## config.mk

```make
export PLATFORM = sky130hd
export DESIGN_NAME = csv_record_tokenizer_core
export DESIGN_NICKNAME = d
export VERILOG_FILES = /design/src/rtl/csvtok_pkg.sv /design/src/rtl/csvtok_front.sv /design/src/rtl/csvtok_queue.sv /design/src/rtl/csvtok_back.sv /design/src/rtl/csv_record_tokenizer_core.sv
export SDC_FILE = /design/constraint.sdc
export NUM_CORES = 2
export LEC_CHECK = 0
export ABC_CLOCK_PERIOD_IN_PS = 22600
export BUFFER_PORTS_ARGS = -buffer_cell sky130_fd_sc_hd__buf_2
export CORE_MARGIN = 2
export CORE_UTILIZATION = 58
export CTS_CLUSTER_DIAMETER = 40
export DETAILED_ROUTE_END_ITERATION = 8
export PLACE_DENSITY_LB_ADDON = 0.3
export SLEW_MARGIN = 10
export SYNTH_ARGS = -nofsm -noshare
export SYNTH_HDL_FRONTEND = slang
export SYNTH_HIERARCHICAL = 1
export SYNTH_SLANG_ARGS = --single-unit
```

## constraint.sdc

```tcl
create_clock -name clk_i -period 22.6 [get_ports clk_i]
set_input_delay 5.65 -clock clk_i [delete_from_list [all_inputs] [get_ports clk_i]]
set_output_delay 5.65 -clock clk_i [all_outputs]
set_load 0.01 [all_outputs]
```

## src/rtl/csvtok_pkg.sv

```systemverilog
// Shared types and constants for the CSV record tokenizer.
package csvtok_pkg;

  localparam logic [7:0] CHAR_LF    = 8'h0A;
  localparam logic [7:0] CHAR_CR    = 8'h0D;
  localparam logic [7:0] CHAR_QUOTE = 8'h22;
  localparam logic [7:0] CHAR_COMMA = 8'h2C;

  localparam logic [15:0] COL_MAX = 16'hFFFF;

  localparam int unsigned NUM_SLOTS  = 4;
  localparam int unsigned SLOT_BEGIN = 0;
  localparam int unsigned SLOT_VALUE = 1;
  localparam int unsigned SLOT_END   = 2;
  localparam int unsigned SLOT_FIN   = 3;

  typedef enum logic [2:0] {
    EV_ROW_BEGIN  = 3'd0,
    EV_VALUE      = 3'd1,
    EV_ROW_END    = 3'd2,
    EV_FINISHED   = 3'd3,
    EV_INCOMPLETE = 3'd4
  } event_kind_e;

  typedef enum logic [3:0] {
    MODE_LINE   = 4'b0001,
    MODE_VALUE  = 4'b0010,
    MODE_QUOTE  = 4'b0100,
    MODE_QCLOSE = 4'b1000
  } parse_mode_e;

  typedef struct packed {
    logic [7:0] data_byte;
    logic       final_byte;
  } in_item_t;

  typedef struct packed {
    event_kind_e event_kind;
    logic [31:0] row_index;
    logic [15:0] column_index;
    logic [31:0] byte_offset;
    logic [31:0] value_length;
    logic        last_of_run;
  } out_item_t;

  typedef struct packed {
    logic [NUM_SLOTS-1:0]            mask;
    out_item_t [NUM_SLOTS-1:0]       ev;
  } bundle_t;

endpackage

```

## src/rtl/csvtok_front.sv

```systemverilog
// Byte classifier: tracks parse state and builds the event bundle for each byte.
module csvtok_front (
  input  logic                 clk_i,
  input  logic                 rst_ni,
  input  logic                 accept_i,
  input  csvtok_pkg::in_item_t item_i,
  output logic                 push_o,
  output csvtok_pkg::bundle_t  bundle_o
);

  csvtok_pkg::parse_mode_e mode_q, mode_d;
  logic [31:0] row_q, row_d;
  logic [15:0] col_q, col_d;
  logic [31:0] pos_q, pos_d;
  logic [31:0] vstart_q, vstart_d;
  logic        prev_cr_q, prev_cr_d;

  logic [7:0]  b;
  logic        is_nl, is_cr, is_quote, is_comma;
  logic [31:0] pos_inc, row_inc, vs_eff, len;
  logic [15:0] col_eff;
  logic        run_value;
  csvtok_pkg::bundle_t bundle;

  assign b        = item_i.data_byte;
  assign is_nl    = (b == csvtok_pkg::CHAR_LF);
  assign is_cr    = (b == csvtok_pkg::CHAR_CR);
  assign is_quote = (b == csvtok_pkg::CHAR_QUOTE);
  assign is_comma = (b == csvtok_pkg::CHAR_COMMA);
  assign pos_inc  = pos_q + 32'd1;
  assign row_inc  = row_q + 32'd1;

  always_comb begin
    mode_d    = mode_q;
    row_d     = row_q;
    col_d     = col_q;
    vstart_d  = vstart_q;
    prev_cr_d = is_cr;
    pos_d     = pos_inc;
    col_eff   = col_q;
    vs_eff    = vstart_q;
    run_value = 1'b0;
    bundle    = '0;

    unique case (mode_q)
      csvtok_pkg::MODE_LINE: begin
        if (is_nl) begin
          bundle.mask[csvtok_pkg::SLOT_BEGIN] = 1'b1;
          bundle.ev[csvtok_pkg::SLOT_BEGIN].event_kind  = csvtok_pkg::EV_ROW_BEGIN;
          bundle.ev[csvtok_pkg::SLOT_BEGIN].row_index   = row_q;
          bundle.ev[csvtok_pkg::SLOT_BEGIN].byte_offset = pos_inc;
          bundle.mask[csvtok_pkg::SLOT_END] = 1'b1;
          bundle.ev[csvtok_pkg::SLOT_END].event_kind  = csvtok_pkg::EV_ROW_END;
          bundle.ev[csvtok_pkg::SLOT_END].row_index   = row_q;
          bundle.ev[csvtok_pkg::SLOT_END].byte_offset = pos_inc;
          row_d = row_inc;
          col_d = '0;
        end else if (!is_cr) begin
          bundle.mask[csvtok_pkg::SLOT_BEGIN] = 1'b1;
          bundle.ev[csvtok_pkg::SLOT_BEGIN].event_kind  = csvtok_pkg::EV_ROW_BEGIN;
          bundle.ev[csvtok_pkg::SLOT_BEGIN].row_index   = row_q;
          bundle.ev[csvtok_pkg::SLOT_BEGIN].byte_offset = pos_q;
          col_d     = '0;
          vstart_d  = pos_q;
          col_eff   = '0;
          vs_eff    = pos_q;
          run_value = 1'b1;
        end
      end
      csvtok_pkg::MODE_VALUE: begin
        run_value = 1'b1;
      end
      csvtok_pkg::MODE_QUOTE: begin
        if (is_quote) begin
          mode_d = csvtok_pkg::MODE_QCLOSE;
        end
      end
      csvtok_pkg::MODE_QCLOSE: begin
        if (is_quote) begin
          mode_d = csvtok_pkg::MODE_QUOTE;
        end else begin
          run_value = 1'b1;
        end
      end
      default: begin
        mode_d = csvtok_pkg::MODE_LINE;
      end
    endcase

    len = pos_q - vs_eff - {31'd0, is_nl & prev_cr_q};

    if (run_value) begin
      priority if (is_nl) begin
        bundle.mask[csvtok_pkg::SLOT_VALUE] = 1'b1;
        bundle.ev[csvtok_pkg::SLOT_VALUE].event_kind   = csvtok_pkg::EV_VALUE;
        bundle.ev[csvtok_pkg::SLOT_VALUE].row_index    = row_q;
        bundle.ev[csvtok_pkg::SLOT_VALUE].column_index = col_eff;
        bundle.ev[csvtok_pkg::SLOT_VALUE].byte_offset  = vs_eff;
        bundle.ev[csvtok_pkg::SLOT_VALUE].value_length = len;
        bundle.mask[csvtok_pkg::SLOT_END] = 1'b1;
        bundle.ev[csvtok_pkg::SLOT_END].event_kind   = csvtok_pkg::EV_ROW_END;
        bundle.ev[csvtok_pkg::SLOT_END].row_index    = row_q;
        bundle.ev[csvtok_pkg::SLOT_END].column_index = col_eff;
        bundle.ev[csvtok_pkg::SLOT_END].byte_offset  = pos_q;
        row_d  = row_inc;
        col_d  = '0;
        mode_d = csvtok_pkg::MODE_LINE;
      end else if (is_quote) begin
        mode_d = csvtok_pkg::MODE_QUOTE;
      end else if (is_comma) begin
        bundle.mask[csvtok_pkg::SLOT_VALUE] = 1'b1;
        bundle.ev[csvtok_pkg::SLOT_VALUE].event_kind   = csvtok_pkg::EV_VALUE;
        bundle.ev[csvtok_pkg::SLOT_VALUE].row_index    = row_q;
        bundle.ev[csvtok_pkg::SLOT_VALUE].column_index = col_eff;
        bundle.ev[csvtok_pkg::SLOT_VALUE].byte_offset  = vs_eff;
        bundle.ev[csvtok_pkg::SLOT_VALUE].value_length = len;
        col_d    = (col_eff == csvtok_pkg::COL_MAX) ? col_eff : col_eff + 16'd1;
        vstart_d = pos_inc;
        mode_d   = csvtok_pkg::MODE_VALUE;
      end else begin
        mode_d = csvtok_pkg::MODE_VALUE;
      end
    end

    if (item_i.final_byte) begin
      bundle.mask[csvtok_pkg::SLOT_FIN] = 1'b1;
      bundle.ev[csvtok_pkg::SLOT_FIN].row_index = row_d;
      if (mode_d == csvtok_pkg::MODE_LINE) begin
        bundle.ev[csvtok_pkg::SLOT_FIN].event_kind  = csvtok_pkg::EV_FINISHED;
        bundle.ev[csvtok_pkg::SLOT_FIN].byte_offset = pos_inc;
      end else begin
        bundle.ev[csvtok_pkg::SLOT_FIN].event_kind   = csvtok_pkg::EV_INCOMPLETE;
        bundle.ev[csvtok_pkg::SLOT_FIN].column_index = col_d;
        bundle.ev[csvtok_pkg::SLOT_FIN].byte_offset  = pos_q;
      end
      mode_d    = csvtok_pkg::MODE_LINE;
      row_d     = '0;
      col_d     = '0;
      pos_d     = '0;
      vstart_d  = '0;
      prev_cr_d = 1'b0;
    end
  end

  always_ff @(posedge clk_i or negedge rst_ni) begin
    if (!rst_ni) begin
      mode_q    <= csvtok_pkg::MODE_LINE;
      row_q     <= '0;
      col_q     <= '0;
      pos_q     <= '0;
      vstart_q  <= '0;
      prev_cr_q <= 1'b0;
    end else if (accept_i) begin
      mode_q    <= mode_d;
      row_q     <= row_d;
      col_q     <= col_d;
      pos_q     <= pos_d;
      vstart_q  <= vstart_d;
      prev_cr_q <= prev_cr_d;
    end
  end

  assign push_o   = accept_i && (bundle.mask != '0);
  assign bundle_o = bundle;

endmodule

```

## src/rtl/csvtok_queue.sv

```systemverilog
// Small FIFO of event bundles between the classifier and the event sequencer.
module csvtok_queue #(
  parameter int unsigned Depth = 2
) (
  input  logic                clk_i,
  input  logic                rst_ni,
  input  logic                push_i,
  input  csvtok_pkg::bundle_t push_data_i,
  input  logic                pop_i,
  output csvtok_pkg::bundle_t head_o,
  output logic                full_o,
  output logic                empty_o
);

  localparam int unsigned PtrW = (Depth > 1) ? $clog2(Depth) : 1;
  localparam int unsigned CntW = $clog2(Depth + 1);
  localparam logic [PtrW-1:0] LastPtr = PtrW'(Depth - 1);
  localparam logic [CntW-1:0] FullCnt = CntW'(Depth);

  csvtok_pkg::bundle_t mem_q [Depth];
  logic [PtrW-1:0] wr_ptr_q, wr_ptr_d, rd_ptr_q, rd_ptr_d;
  logic [CntW-1:0] count_q, count_d;

  always_comb begin
    wr_ptr_d = wr_ptr_q;
    rd_ptr_d = rd_ptr_q;
    count_d  = count_q;
    if (push_i) begin
      wr_ptr_d = (wr_ptr_q == LastPtr) ? '0 : wr_ptr_q + PtrW'(1);
    end
    if (pop_i) begin
      rd_ptr_d = (rd_ptr_q == LastPtr) ? '0 : rd_ptr_q + PtrW'(1);
    end
    if (push_i && !pop_i) begin
      count_d = count_q + CntW'(1);
    end else if (pop_i && !push_i) begin
      count_d = count_q - CntW'(1);
    end
  end

  always_ff @(posedge clk_i or negedge rst_ni) begin
    if (!rst_ni) begin
      wr_ptr_q <= '0;
      rd_ptr_q <= '0;
      count_q  <= '0;
    end else begin
      wr_ptr_q <= wr_ptr_d;
      rd_ptr_q <= rd_ptr_d;
      count_q  <= count_d;
    end
  end

  always_ff @(posedge clk_i) begin
    if (push_i) begin
      mem_q[wr_ptr_q] <= push_data_i;
    end
  end

  assign head_o  = mem_q[rd_ptr_q];
  assign full_o  = (count_q == FullCnt);
  assign empty_o = (count_q == '0);

endmodule

```

## src/rtl/csvtok_back.sv

```systemverilog
// Event sequencer: emits each bundle's events one per cycle unless stalled.
module csvtok_back (
  input  logic                  clk_i,
  input  logic                  rst_ni,
  input  csvtok_pkg::bundle_t   head_i,
  input  logic                  empty_i,
  output logic                  pop_o,
  output logic                  out_valid_o,
  input  logic                  out_stall_i,
  output csvtok_pkg::out_item_t out_data_o
);

  csvtok_pkg::bundle_t bundle_q;
  logic [csvtok_pkg::NUM_SLOTS-1:0] rem_q, rem_d, low, rem_left;
  logic out_accept;
  csvtok_pkg::out_item_t sel;

  assign low        = rem_q & (~rem_q + 1'b1);
  assign rem_left   = rem_q & ~low;
  assign out_valid_o = (rem_q != '0);
  assign out_accept = out_valid_o && !out_stall_i;
  assign pop_o      = !empty_i && (!out_valid_o || (out_accept && (rem_left == '0)));

  always_comb begin
    rem_d = rem_q;
    if (out_accept) begin
      rem_d = rem_left;
    end
    if (pop_o) begin
      rem_d = head_i.mask;
    end
  end

  always_comb begin
    priority if (low[csvtok_pkg::SLOT_BEGIN]) begin
      sel = bundle_q.ev[csvtok_pkg::SLOT_BEGIN];
    end else if (low[csvtok_pkg::SLOT_VALUE]) begin
      sel = bundle_q.ev[csvtok_pkg::SLOT_VALUE];
    end else if (low[csvtok_pkg::SLOT_END]) begin
      sel = bundle_q.ev[csvtok_pkg::SLOT_END];
    end else begin
      sel = bundle_q.ev[csvtok_pkg::SLOT_FIN];
    end
    sel.last_of_run = (rem_left == '0);
  end

  always_ff @(posedge clk_i or negedge rst_ni) begin
    if (!rst_ni) begin
      rem_q <= '0;
    end else begin
      rem_q <= rem_d;
    end
  end

  always_ff @(posedge clk_i) begin
    if (pop_o) begin
      bundle_q <= head_i;
    end
  end

  assign out_data_o = sel;

endmodule

```

## src/rtl/csv_record_tokenizer_core.sv

```systemverilog
// Top level of the CSV record tokenizer: classifier, bundle queue and event sequencer.
//
// Input channel: one buffer byte per transaction (in_valid_i / in_stall_o / in_data_i),
// final_byte set on the last byte of a buffer. Output channel: one parse event per
// transaction (out_valid_o / out_stall_i / out_data_o); last_of_run marks the final
// event caused by a byte.
// A byte may be accepted every cycle while the queue is not full. Each byte that
// causes events becomes one bundle of up to three events in a QueueDepth-entry queue;
// while the receiver does not stall, the sequencer drains one event per cycle, so
// sustained input rate is one byte per cycle while bytes average at most one event,
// and bytes with several events cost one output cycle each. A bundle passes the queue
// memory and the sequencer's bundle register before its first event is presented.
// After the final byte all parse state returns to its reset values and the next byte
// starts a new buffer at offset zero.
// Reset clears the parse state and empties the queue; no event is pending afterward.
// While the receiver stalls, the current event holds; the queue absorbs further bytes
// until it is full, then in_stall_o rises.
module csv_record_tokenizer_core #(
  parameter int unsigned QueueDepth = 2
) (
  input  logic                  clk_i,
  input  logic                  rst_ni,
  input  logic                  in_valid_i,
  output logic                  in_stall_o,
  input  csvtok_pkg::in_item_t  in_data_i,
  output logic                  out_valid_o,
  input  logic                  out_stall_i,
  output csvtok_pkg::out_item_t out_data_o
);

  logic in_accept;
  logic push, pop, q_full, q_empty;
  csvtok_pkg::bundle_t push_bundle, head;

  assign in_accept  = in_valid_i && !in_stall_o;
  assign in_stall_o = q_full;

  csvtok_front u_front (
    .clk_i    (clk_i),
    .rst_ni   (rst_ni),
    .accept_i (in_accept),
    .item_i   (in_data_i),
    .push_o   (push),
    .bundle_o (push_bundle)
  );

  csvtok_queue #(
    .Depth (QueueDepth)
  ) u_queue (
    .clk_i       (clk_i),
    .rst_ni      (rst_ni),
    .push_i      (push),
    .push_data_i (push_bundle),
    .pop_i       (pop),
    .head_o      (head),
    .full_o      (q_full),
    .empty_o     (q_empty)
  );

  csvtok_back u_back (
    .clk_i       (clk_i),
    .rst_ni      (rst_ni),
    .head_i      (head),
    .empty_i     (q_empty),
    .pop_o       (pop),
    .out_valid_o (out_valid_o),
    .out_stall_i (out_stall_i),
    .out_data_o  (out_data_o)
  );

  assert property (@(posedge clk_i) disable iff (!rst_ni)
    push |-> ($countones(push_bundle.mask) <= 3))
    else $error("bundle holds more than three events");

  assert property (@(posedge clk_i) disable iff (!rst_ni)
    (in_accept && in_data_i.final_byte) |-> push)
    else $error("final byte produced no status event");

  assert property (@(posedge clk_i) disable iff (!rst_ni)
    (out_valid_o && !out_stall_i && !out_data_o.last_of_run) |=> out_valid_o)
    else $error("event run ended without last_of_run");

endmodule
```

# Word-level counts from Yosys, hierarchy flattened
# Memories as Yosys holds them, arrays and structs flattened.
# Index checks and enable logic that the tools add are counted.
# op_classes
reduce_logical	21
mux	78
n_addsub	10
n_eq_ne	11
bitwise	5
# op_table
op	n
$mux W32	21
$mux W116	3
$mux W115	3
$mux W83	3
$mux W16	12
$mux W113	1
$mux W35	3
$add A32 B1 Y32 const B	2
$mux W34	1
$sub A32 B1 Y32	1
$sub A32 B32 Y32	1
$mux W4	7
$mux W1	17
$add A16 B1 Y16 const B	1
$eq A16 B16 Y1 const B	1
$eq A8 B4 Y1 const B	2
$eq A8 B6 Y1 const B	2
$pmux W4 S3	1
$and A4 B4 Y4	2
$eq A4 B1 Y1 const B	2
$not A4 Y4	2
$reduce_bool A4 Y1	2
$logic_and A1 B1 Y1	7
$logic_not A1 Y1	6
other kinds (17)	22
# totals
inputBits	13
word_cells	160
n_memories	1
output_inout_bits	118
register_bits	589
mem_bits_rw	704
# mem_list
name	words	word_bits	rd	rd_clocked_by_memory_dff	write_ports	line	text
u_queue.mem_q	2	352	1	0	1	csvtok_queue.sv:20	csvtok_pkg::bundle_t mem_q [Depth];

# Longest topological paths before layout
# depth
ltp_word	12
mapped_depth	20
mapped_depth_nobuf	18

# Modules after synthesis
# The synthesis kept the hierarchy.
# modules_own_cells
mod	cells_each	n_inst	area_each_um2	seq_area_each_um2
csvtok_queue	1472	1	34117.7	28207.1
csvtok_back	1026	1	17327.9	13913.3
csvtok_front	2073	1	14326.2	2929.1
csv_record_tokenizer_core	1	1	13.8	0.0

# Worst setup path before layout
# OpenSTA, ideal clock, no wires.
# synth_path
kind	input-to-reg
startpoint	in in_data_i[1] (netlist bit)
endpoint	mem u_queue/mem_q[0][0] (netlist bit) (enable)
required_ns	21.234
stages	8
setup_ns	1.366
arrival_time_ns	27.662
setup_slack_ns	-6.428
path_buffers	0
cell_sequence	and3b_1 o211ai_1 nand2_1 a21o_1 inv_1 nor2_1 a21oi_1 nor2b_1
# synth_via
elab_chain_cells	9
word_cells_on_any_way	21
cone_classes	4 x eq/ne; 15 x mux; 2 x reduce/logical
# synth_rtl
element	line	text
start: declaration	csv_record_tokenizer_core.sv:25	input csvtok_pkg::in_item_t in_data_i,
$eq A8 B4 Y1, or another cell as far along	csvtok_front.sv:27	assign is_cr = (b == csvtok_pkg::CHAR_CR);
$mux W1, on equally long branches	csvtok_front.sv:58, csvtok_front.sv:110, csvtok_front.sv:47	
$mux W1, on equally long branches	csvtok_front.sv:47, csvtok_front.sv:108, csvtok_front.sv:45	
$pmux W1 S3 or $mux W1 (tied branches)	csvtok_front.sv:45, csvtok_front.sv:93	
$mux W2	csvtok_front.sv:92	if (run_value) begin
$reduce_bool A4 Y1 (*)	csvtok_front.sv:163	assign push_o = accept_i && (bundle.mask != '0);
$logic_and A1 B1 Y1 (*)	csvtok_front.sv:163	
named net push	csv_record_tokenizer_core.sv:32	logic push, pop, q_full, q_empty;
$mux W1 (*)	csvtok_queue.sv:54	if (push_i) begin
$mux W1 (implied by the code) (*)	csvtok_queue.sv:55	mem_q[wr_ptr_q] <= push_data_i;
end: declaration	csvtok_queue.sv:20	
# The timed path passes the listed nets; every way through them passes the cells marked *.

# Worst setup path after layout
# layout_path
startpoint	in in_data_i[1] (netlist bit)
endpoint	mem u_queue/mem_q[0][167] (netlist bit) (enable)
# The elaborated chain is that of the path after synthesis.

==> results.yml <==
outcome:
  status: "finished, final reports clean"
route:
  vias_per_cell: 6.101
  ant_nets: 0
  routed_wl_mm: 148.5
  drt_pre_antenna_iters: 6
  via_count: 38210
  wl_per_cell_um: 23.72
  route.detailed.drc: 0
  drt-initial-drc-count: 4638
critical_path:
  required_ns: 22.99
  arrival_ns: 12.21
  worstSetupEndpointType: "register"
  cp_max_fo: 72
  startpoint_type: "input port"
  crit_type: "in2reg"
global_route:
  antenna_found_initial: 8
  grt_pass1_wl_mm: 224.3
  grt_max_degree: 197
  grt.overflow.total: 0
  grt_pass1_vias: 37920
  grt_usage_pct: 25.42
final_layout:
  drive_above_1_share_pct: 21.10
  nets: 4700
  synthToLayoutAreaGrowth_pct: 10.70
  finalInstanceArea_mm2: 0.07248
timing:
  clock_skew_ns: 0.02209
  timing.setup.tns_ns: 0
  hold_viol: 0
  setup_viol: 0
  slew_headroom_pct: 22.26
  fin_crit_sh_pct: 52.28
  tightest_slew_ns: 1.164
  rsz0062_at_grt: "false"
  min_period_ns: 11.81
  fmax_ghz: 0.08464
  drv_slew: 0
flow_run:
  max-cap-violations: 0
clock_network:
  insertion_delay_ns: 0.77
  path_clk_slew_ns: 0.06
  cts_tree: "done"
  cts_sinks: 1513
  cts_resized: 0
  ctsHoldBuffers: 0
  htree_levels: 4
  post_cts_buffers: 0
  root_buffer: "clkbuf_16"
  numCtsBuffers: 171
  cts_max_path_buffers: 3
pwr:
  netSwitchingFraction_pct: 31.93
  switching_power_mw: 3.247
  pwr-share-clk_pct: 28.0
  p_comb_share_pct: 27.5
  p_int_mw: 6.923
  seq_power_share_pct: 44.4
  leakage_nw: 25.50
  powerDensity_mw_per_mm2: 140.3
  peakVddDrop_uv: 163.7
floorplanning:
  die_w_um: 340.0
  die_h_um: 340.0
  num_rows: 123
  die-area_mm2: 0.1156
  initial_core_util_pct: 58.36
  core_area_mm2: 0.1122
  io_pins: 131
placed_design:
  dp.final_hpwl_mm: 85.66
  port_buffers: 130
  placed_cell_area_mm2: 0.06657
  place_congestion: 0.9036
logic_synthesis:
  postSynthAreaPerCell_um2: 14.37
  netlist_area_mm2: 0.06547
  syn_inst: 4556
  yosys_warnings: 6
min_path:
  holdCritPathClass: "reg2reg"
registers in the layout, summed over array words and instances, names as in the netlist:
name,flops
u_queue/count_q,2
u_front/prev_cr_q,1
u_front/vstart_q,32
u_queue/wr_ptr_q,1
u_front/col_q,16
u_queue/mem_q,928
u_front/row_q,32
u_front/mode_q,4
u_front/pos_q,32
u_back/bundle_q,460
u_back/rem_q,4
u_queue/rd_ptr_q,1
routing by layer:
layer / wire length [um] / track usage, % / up-vias
li1: - / - / 17080
met1: 61400 / 35.66 / 19070
met4: 4961 / 9.882 / 0
met5: 0 / 0 / -
met3: 12180 / 4.597 / 352
met2: 69970 / 39.88 / 1712
layout make-up:
cell class | count | area, um^2
Fill cell | 7871 | 39710
Inverter | 139 | 521.8
Clock inverter | 111 | 1355
Clock buffer | 201 | 4544
Multi-Input combinational cell | 2605 | 18160
Tap cell | 1500 | 1877
Sequential cell | 1513 | 44820
Timing Repair Buffer | 189 | 1187
Antenna cell | 4 | 10.01
stage by stage:
step | setup slack, ns | power (mW) | hold slack [ns] | std cells | util [%]
global route | 10.66 | 10.61 | 0.4883 | 6259 | 64.59
CTS | 10.98 | 10.23 | 0.4739 | 6258 | 64.59
detailed placement | 10.16 | 7.376 | 0.4608 | 5946 | 59.33
finish | 10.79 | 10.17 | 0.4736 | 6262 | 64.60
floorplan | 2.793 | 6.850 | 0.4431 | 4674 | -
global placement | 10.32 | 7.302 | 0.4558 | 5946 | 59.33
path summary, 6_finish.rpt:
| path | depth (start not counted) | startpoint | slack [ns] | end |
|---|---|---|---|---|
| max | 12 | in_data_i[1] | 10.79 | u_queue/mem_q[0][167] |
| min | 2 | u_front/vstart_q[16] | 0.47 | u_front/vstart_q[16] |
| max reg2reg | 11 | u_front/mode_q[1] | 15.28 | u_queue/mem_q[0][167] |
| min reg2reg | 2 | u_front/vstart_q[16] | 0.47 | u_front/vstart_q[16] |
| max in group asynchronous | 2 | rst_ni | 16.19 | u_back/rem_q[1] |
| min in group asynchronous | 1 | rst_ni | 4.92 | u_front/pos_q[25] |
cell usage in the layout (no fill, tap or decap), types with 13 or more instances in the layout:
cell type,count
nor2_1,215
xnor2_1,74
mux2_2,469
a21o_1,16
a211oi_1,13
nand3_1,85
clkbuf_1,17
a221o_1,31
or3_1,19
mux2i_1,24
nor3b_1,82
and2_1,71
conb_1,119
dfrtp_1,120
o2bb2ai_1,17
nand2_1,236
clkinv_2,22
buf_2,129
nand4_1,16
inv_1,129
o31ai_1,46
xor2_1,24
and3_1,65
clkbuf_16,173
inv_6,20
edfxtp_1,1388
buf_4,52
bufinv_16,22
nand3b_1,32
nor3_1,52
clkinv_1,20
a21oi_1,253
a22oi_1,102
ha_1,66
o21ai_0,289
worst max-delay path, stage by stage:
cell and delay [ns]:
buf_2 0.13, and3b_1 0.20, o211ai_1 0.77, nand2_4 0.42
a21o_2 0.48, clkinv_1 0.65, buf_4 0.54, nor2_1 0.14
a21oi_1 0.53, nor2b_4 0.70, buf_4 0.93, buf_4 0.87
power by group through the flow:
stage	Sequential, mW	Clock [mW]	Combinational (mW)
after global placement	4.53	0	2.78
after detailed placement	4.57	0	2.80
after floorplan	4.88	0	1.97
after CTS	4.52	2.89	2.82
final	4.52	2.85	2.80
after global routing	4.60	3.00	3.01
Power figures use the tool's default switching activity.
